**src/hw/rtl/smx_pkg.sv**
```systemverilog
`timescale 1ns / 1ps
`default_nettype none
package smx_pkg;

  // register indexes on the configuration port
  localparam logic [2:0] REG_MODE   = 3'd0;
  localparam logic [2:0] REG_GAINS_A = 3'd1;
  localparam logic [2:0] REG_GAINS_B = 3'd2;
  localparam logic [2:0] REG_VTAIL  = 3'd3;
  localparam logic [2:0] REG_DAMP   = 3'd4;

  // mode flag bit positions
  localparam int FLAG_AUTOC    = 0;
  localparam int FLAG_TTRIM    = 1;
  localparam int FLAG_FTRIM    = 2;
  localparam int FLAG_ELEVON   = 3;
  localparam int FLAG_FLAPERON = 4;
  localparam int FLAG_VTAIL    = 5;
  localparam int FLAG_DROLL    = 6;
  localparam int FLAG_DPITCH   = 7;
  localparam int FLAG_DYAW     = 8;
  localparam int FLAG_TUNE     = 9;

  localparam int MODE_W  = 10;
  localparam int FIELD_W = 16;
  // damped channel width: Q1.14 channel plus a damping term of up to 2^21
  localparam int DW      = 23;
  localparam int TUNE_W  = 15;
  localparam int TG_W    = TUNE_W + FIELD_W;
  localparam int RAW_CH  = 8;

  localparam logic signed [TUNE_W-1:0] TUNE_ONE = 15'sd4096;
  localparam logic signed [TUNE_W-1:0] TUNE_TWO = 15'sd8192;
  localparam logic [63:0] DAMP_RESET = 64'h2000_0000_0000_0000;

  // stage advance strobes
  typedef struct packed {
    logic s2;
    logic s3;
    logic s4;
    logic s5;
  } pipe_en_t;

endpackage
`default_nettype wire

```
**src/hw/rtl/smx_damp_lane.sv**
```systemverilog
`timescale 1ns / 1ps
`default_nettype none
module smx_damp_lane #(
  parameter bit SUB = 1'b0
) (
  input  wire                                       clk,
  input  smx_pkg::pipe_en_t                         en,
  input  wire                                       damp_on,
  input  wire logic signed [smx_pkg::TUNE_W-1:0]    tune,
  input  wire logic signed [smx_pkg::FIELD_W-1:0]   gain,
  input  wire logic signed [smx_pkg::FIELD_W-1:0]   rate,
  input  wire logic signed [smx_pkg::FIELD_W-1:0]   ch_in,
  output logic signed [smx_pkg::DW-1:0]             ch_out
);
  localparam int PRW = smx_pkg::TG_W + smx_pkg::FIELD_W;
  localparam logic signed [PRW-1:0] HALF = PRW'(64'sd2097152);

  logic signed [smx_pkg::TG_W-1:0]    tg_r;
  logic signed [smx_pkg::FIELD_W-1:0] rate_r;
  logic signed [smx_pkg::FIELD_W-1:0] ch2_r;
  logic signed [PRW-1:0]              prod;
  logic signed [PRW-1:0]              prod_rnd;
  logic signed [smx_pkg::DW-1:0]      dterm;
  logic signed [smx_pkg::DW-1:0]      ch_ext;
  logic signed [smx_pkg::DW-1:0]      ch_out_nxt;

  // scale the gain by the tune factor
  always_ff @(posedge clk) begin
    if (en.s2) begin
      tg_r   <= tune * gain;
      rate_r <= rate;
      ch2_r  <= ch_in;
    end
  end

  // apply the rounded damping term
  always_comb begin
    prod     = tg_r * rate_r;
    prod_rnd = prod + HALF;
    dterm    = prod_rnd[22 +: smx_pkg::DW];
    ch_ext   = smx_pkg::DW'(ch2_r);
    if (!damp_on) begin
      ch_out_nxt = ch_ext;
    end else if (SUB) begin
      ch_out_nxt = ch_ext - dterm;
    end else begin
      ch_out_nxt = ch_ext + dterm;
    end
  end

  always_ff @(posedge clk) begin
    if (en.s3) begin
      ch_out <= ch_out_nxt;
    end
  end
endmodule
`default_nettype wire

```
**config.mk**
```make
export PLATFORM = sky130hd
export DESIGN_NAME = smx_damp_lane
export DESIGN_NICKNAME = d
export VERILOG_FILES = /design/src/hw/rtl/smx_pkg.sv /design/src/hw/rtl/smx_damp_lane.sv
export SDC_FILE = /design/constraint.sdc
export NUM_CORES = 2
export LEC_CHECK = 0
export ABC_CLOCK_PERIOD_IN_PS = 18740
export BUFFER_PORTS_ARGS = -buffer_cell sky130_fd_sc_hd__buf_4
export CAP_MARGIN = 20
export CORE_MARGIN = 1
export CORE_UTILIZATION = 55
export CTS_CLUSTER_SIZE = 16
export DETAILED_ROUTE_END_ITERATION = 8
export HOLD_SLACK_MARGIN = 0.08
export PLACE_DENSITY = 0.82
export SETUP_SLACK_MARGIN = 0.4
export SLEW_MARGIN = 20
export SYNTH_ARGS = -nofsm -noshare
export SYNTH_HDL_FRONTEND = slang
export SYNTH_SLANG_ARGS = --single-unit
```
**constraint.sdc**
```tcl
create_clock -name clk -period 18.74 [get_ports clk]
set_input_delay 4.685 -clock clk [delete_from_list [all_inputs] [get_ports clk]]
set_output_delay 4.685 -clock clk [all_outputs]
set_load 0.02 [all_outputs]
```
# == Word-level counts from Yosys, hierarchy flattened ==
# Cells that the tools add are included.
# word_totals
output_inout_bits,23
inputBits,69
elab_cells,9
register_bits,86
# op_classes
n_mul,2
mux,1
addsub,2
# ops
cell,count
adder 45 x 23 -> 45 bit (second input constant),1
multiplier 31 x 16 -> 45 bit,1
multiplier 15 x 16 -> 31 bit,1
adder 16 x 23 -> 23 bit,1
two-way mux 23 bit,1

# == Depth between registers and ports, before layout ==
# depth
depth_word,4
depth_mapped,38
mapped_depth_nobuf,37

# == Worst setup path after synthesis ==
# Ideal clock, no wire load.
# synth_timing
kind,input to register
start,in gain[12] (netlist bit)
end,"reg tg_r[25] (netlist bit), data pin"
stages,23
arrival_ns,10.017
path_buffers,1
setup_ns,0.260
required_time_ns,18.480
slack_ns,8.464
cell_sequence,clkbuf_1 -> nand2_1 -> fa_1 -> inv_1 -> fa_1 -> inv_1 -> fa_1 -> inv_1 -> fa_1 -> inv_1 -> fa_1 -> inv_1 -> fa_1 -> ha_1 -> o2111a_1 -> a21oi_1 -> nand2_1 -> a31oi_1 -> o211ai_1 -> o311a_1 -> a21o_1 -> a21oi_1 -> xnor2_1
# synth_between
elab_chain_cells,1
# synth_rtl
item,line,text
start: declaration,smx_damp_lane.sv:10,"input wire logic signed [smx_pkg::FIELD_W-1:0] gain,"
multiplier 15 x 16 -> 31 bit,smx_damp_lane.sv:30,tg_r <= tune * gain;
end signal: assignment,smx_damp_lane.sv:30,
end: declaration,smx_damp_lane.sv:18,logic signed [smx_pkg::TG_W-1:0] tg_r;
# Every way passes these cells.
# A chain may end at the register's enable or synchronous reset.

# == Worst setup path after layout ==
# layout_timing
start,in gain[10] (netlist bit)
end,"reg tg_r[26] (netlist bit), data pin"
# The elaborated chain is that of the path after synthesis.

==> metrics.md <==
| Metric | Value |
|---|---|
| Status | `finished clean` |
| CTS Buffer Depth | `2` |
| Complex-gate fraction of the synthesized area | `0.04002` |
| Die height | `230.1 um` |
| Clock latency on the worst-skew pair | `0.40 ns` |
| Mean routed wirelength per cell | `16.78 um` |
| CP Data Required Time | `18.87 ns` |
| Ys async rst share | `0` |
| First-pass GRT wire length | `106200 um` |
| Drc violations | `0` |
| # diodes | `0` |
| Post-CTS sizing | `0` |
| Layer with the highest usage | `met2` |
| Post-Syn Instances | `3004` |
| CTS HTree Levels | `3` |
| Area delta synth->final | `5.542%` |
| Storage element area | `0.002582 mm^2` |
| Num ports | `92` |
| Netlist cell types | `52` |
| Least-Margin Pin Slew | `0.9188 ns` |
| Num CTS Buffers | `9` |
| Fillers | `4270` |
| Die Wd | `230.1 um` |
| Met2 usage | `0.4447` |
| Number of max-cap violations | `0` |
| Largest area contributor in the netlist | `fa_1` |
| Drt first pass iters | `6` |
| Top cell type's share of synthesized area | `0.4850` |
| Total GRT Usage | `0.2516` |
| IO buf count | `89` |
| Layout Skew | `0.02131 ns` |
| RSZ-0062 raised after global routing | `no` |
| CORE AREA | `0.05130 mm^2` |
| Layout cells sized above 1 | `0.05068` |
| Seq/Total Area, Yosys | `0.09028` |
| Crit share post-route | `0.5490` |
| Xor/xnor share of the synthesized area | `0.02725` |
| Met3 Usage GRT | `0.02852` |
| Fmax | `0.09721 GHz` |
| Routability Congestion | `0.8714` |
| Reg clk slew, reported paths | `0.09 ns` |
| Min-delay worst type | `reg -> reg` |
| Crit-path max FO | `15` |
| Mux cell area share after synthesis | `0.005118` |
| Gr ovfl total | `0` |
| # setup viols final | `0` |
| Rows | `83` |
| Nets | `3990` |
| DR iter-0 viols | `1289` |
| Setup TNS | `0 ns` |
| Root Driver | `clkbuf_16` |
| Final std cells w/o fill | `3699` |
| Die area | `0.05292 mm^2` |
| Routed vias | `19951` |
| Vias in the first global route | `22015` |
| Final WL | `62070 um` |
| M1 GR Usage | `0.3204` |
| Initial Util | `0.5576` |
| Synth Register Bits | `86` |
| Worst Path Arrival | `10.42 ns` |
| Largest family of logic cells by synthesized area | `adder cells` |
| Cells after DPL | `3682` |
| Critical Path End Type | `flop` |
| Largest net degree at the start of global routing | `64` |
| Min Tclk post-route | `10.29 ns` |
| CTS tree | `yes` |
| Setup crit start kind | `input pin` |
| Endpoints failing hold | `0` |
| Synthesized area | `0.02860 mm^2` |
| Net count of the mapped netlist | `3980` |
| Cts hold-fix bufs | `0` |
| Top_reg_cell synth | `edfxtp_1` |
| Top area cells in the synthesized netlist | `fa_1, inv_1, ha_1` |
| Setup bufs post-CTS | `0` |
| Most common library cells after synthesis | `inv_1, fa_1, nand2_1, and2_1, ha_1` |
| Avg Cell Area, Syn | `9.522 um^2` |
| Initial antenna violation count | `0` |
| Fin util | `0.5885` |
| CP Class | `in -> reg` |
| Routed Antenna Nets | `0` |
| Post-synthesis adder-cell area fraction | `0.5786` |
| Multi-input gate area | `0.02272 mm^2` |
| Simple-Gate Fraction of Synth Area | `0.1433` |
| Dpl hpwl | `49460 um` |
| Fin. max-slew vios | `0` |
| Via-to-Cell Ratio | `5.394` |
| CTS sink count | `86` |
| EDFF count, synth | `86` |
| Yosys warns | `0` |
| Slew HR | `0.3875` |
| Most common cell in the netlist | `inv_1` |
[flip-flops by register name, indices dropped and copies added, names as in the netlist]
register and count:
ch_out 23, rate_r 16, tg_r 31, ch2_r 16
[layout by cell type, fill, tap and decap left out, types with 5 or more instances in the layout]
cell,synthesis,routed
a21o_1,25,25
a21oi_1,57,57
a31oi_1,6,6
and2_1,252,252
and3_1,5,5
buf_4,0,110
clkbuf_16,0,9
edfxtp_1,86,86
fa_1,693,693
ha_1,214,214
inv_1,766,766
mux2_2,13,13
nand2_1,456,456
nand2b_1,35,35
nand3_1,16,16
nand4_1,6,6
nor2_1,53,53
nor2b_1,14,14
nor3_1,11,11
o211ai_1,6,6
o21a_1,7,7
o21ai_0,22,22
o21bai_1,14,14
xnor2_1,66,66
xor2_1,23,23
[path summary, 6_finish.rpt]
check | start | endpoint | slack [ns] | depth (start not counted)
worst max-delay path | gain[10] | tg_r[26]$_DFFE_PP_ | 8.45 | 21
worst min-delay path | ch2_r[13]$_DFFE_PP_ | ch_out[13]$_DFFE_PP_ | 0.59 | 1
worst max register to register | rate_r[15]$_DFFE_PP_ | ch_out[22]$_DFFE_PP_ | 9.25 | 33
worst min register to register | ch2_r[13]$_DFFE_PP_ | ch_out[13]$_DFFE_PP_ | 0.59 | 1
[cell families (layout without fill, tap and decap cells)]
group | Yosys count | after routing
buf+inv | 879 | 894
fa+ha+maj | 907 | 907
flops | 86 | 86
compound gates | 168 | 168
simple gates | 862 | 862
mux | 13 | 13
xor+xnor | 89 | 89
[worst max-delay path: stages]
cell and delay, ns:
buf_4 0.21, nand2_1 0.11, fa_1 0.55, inv_1 0.06
fa_1 0.52, inv_1 0.05, fa_1 0.48, fa_1 0.54
inv_1 0.05, fa_1 0.50, fa_1 0.42, ha_1 0.35
inv_1 0.09, o31ai_1 0.32, a41oi_1 0.23, a21oi_1 0.44
a211o_1 0.23, a21oi_1 0.07, nand4b_1 0.20, nor2b_1 0.17
xnor2_1 0.11
[through the flow]
stage	setup slack (ns)	cell area, um^2	hold slack (ns)
6_report	8.453	30190	0.5884
3_5_place_dp	8.059	29860	0.5851
5_1_grt	8.030	30190	0.6240
2_1_floorplan	8.464	28600	0.5593
3_3_place_gp	8.163	29860	0.5843
4_1_cts	8.473	30170	0.5992
[metal layers]
layer | vias to the layer above | share of wire
met5 | - | 0
met4 | 0 | 0.032
met3 | 166 | 0.062
met2 | 772 | 0.52
met1 | 10215 | 0.39
li1 | 8798 | -
[final cells by class]
class                           instances  share of cell area
Clock buffer                            9            0.007460
Clock inverter                          7            0.002943
Inverter                              767             0.09537
Multi-Input combinational cell       2039              0.7527
Sequential cell                        86             0.08554
Tap cell                              680             0.02818
Timing Repair Buffer                  111             0.02785
Power is not shown: default switching activity piles up to over one toggle a cycle in this logic, so the estimate is an artifact.
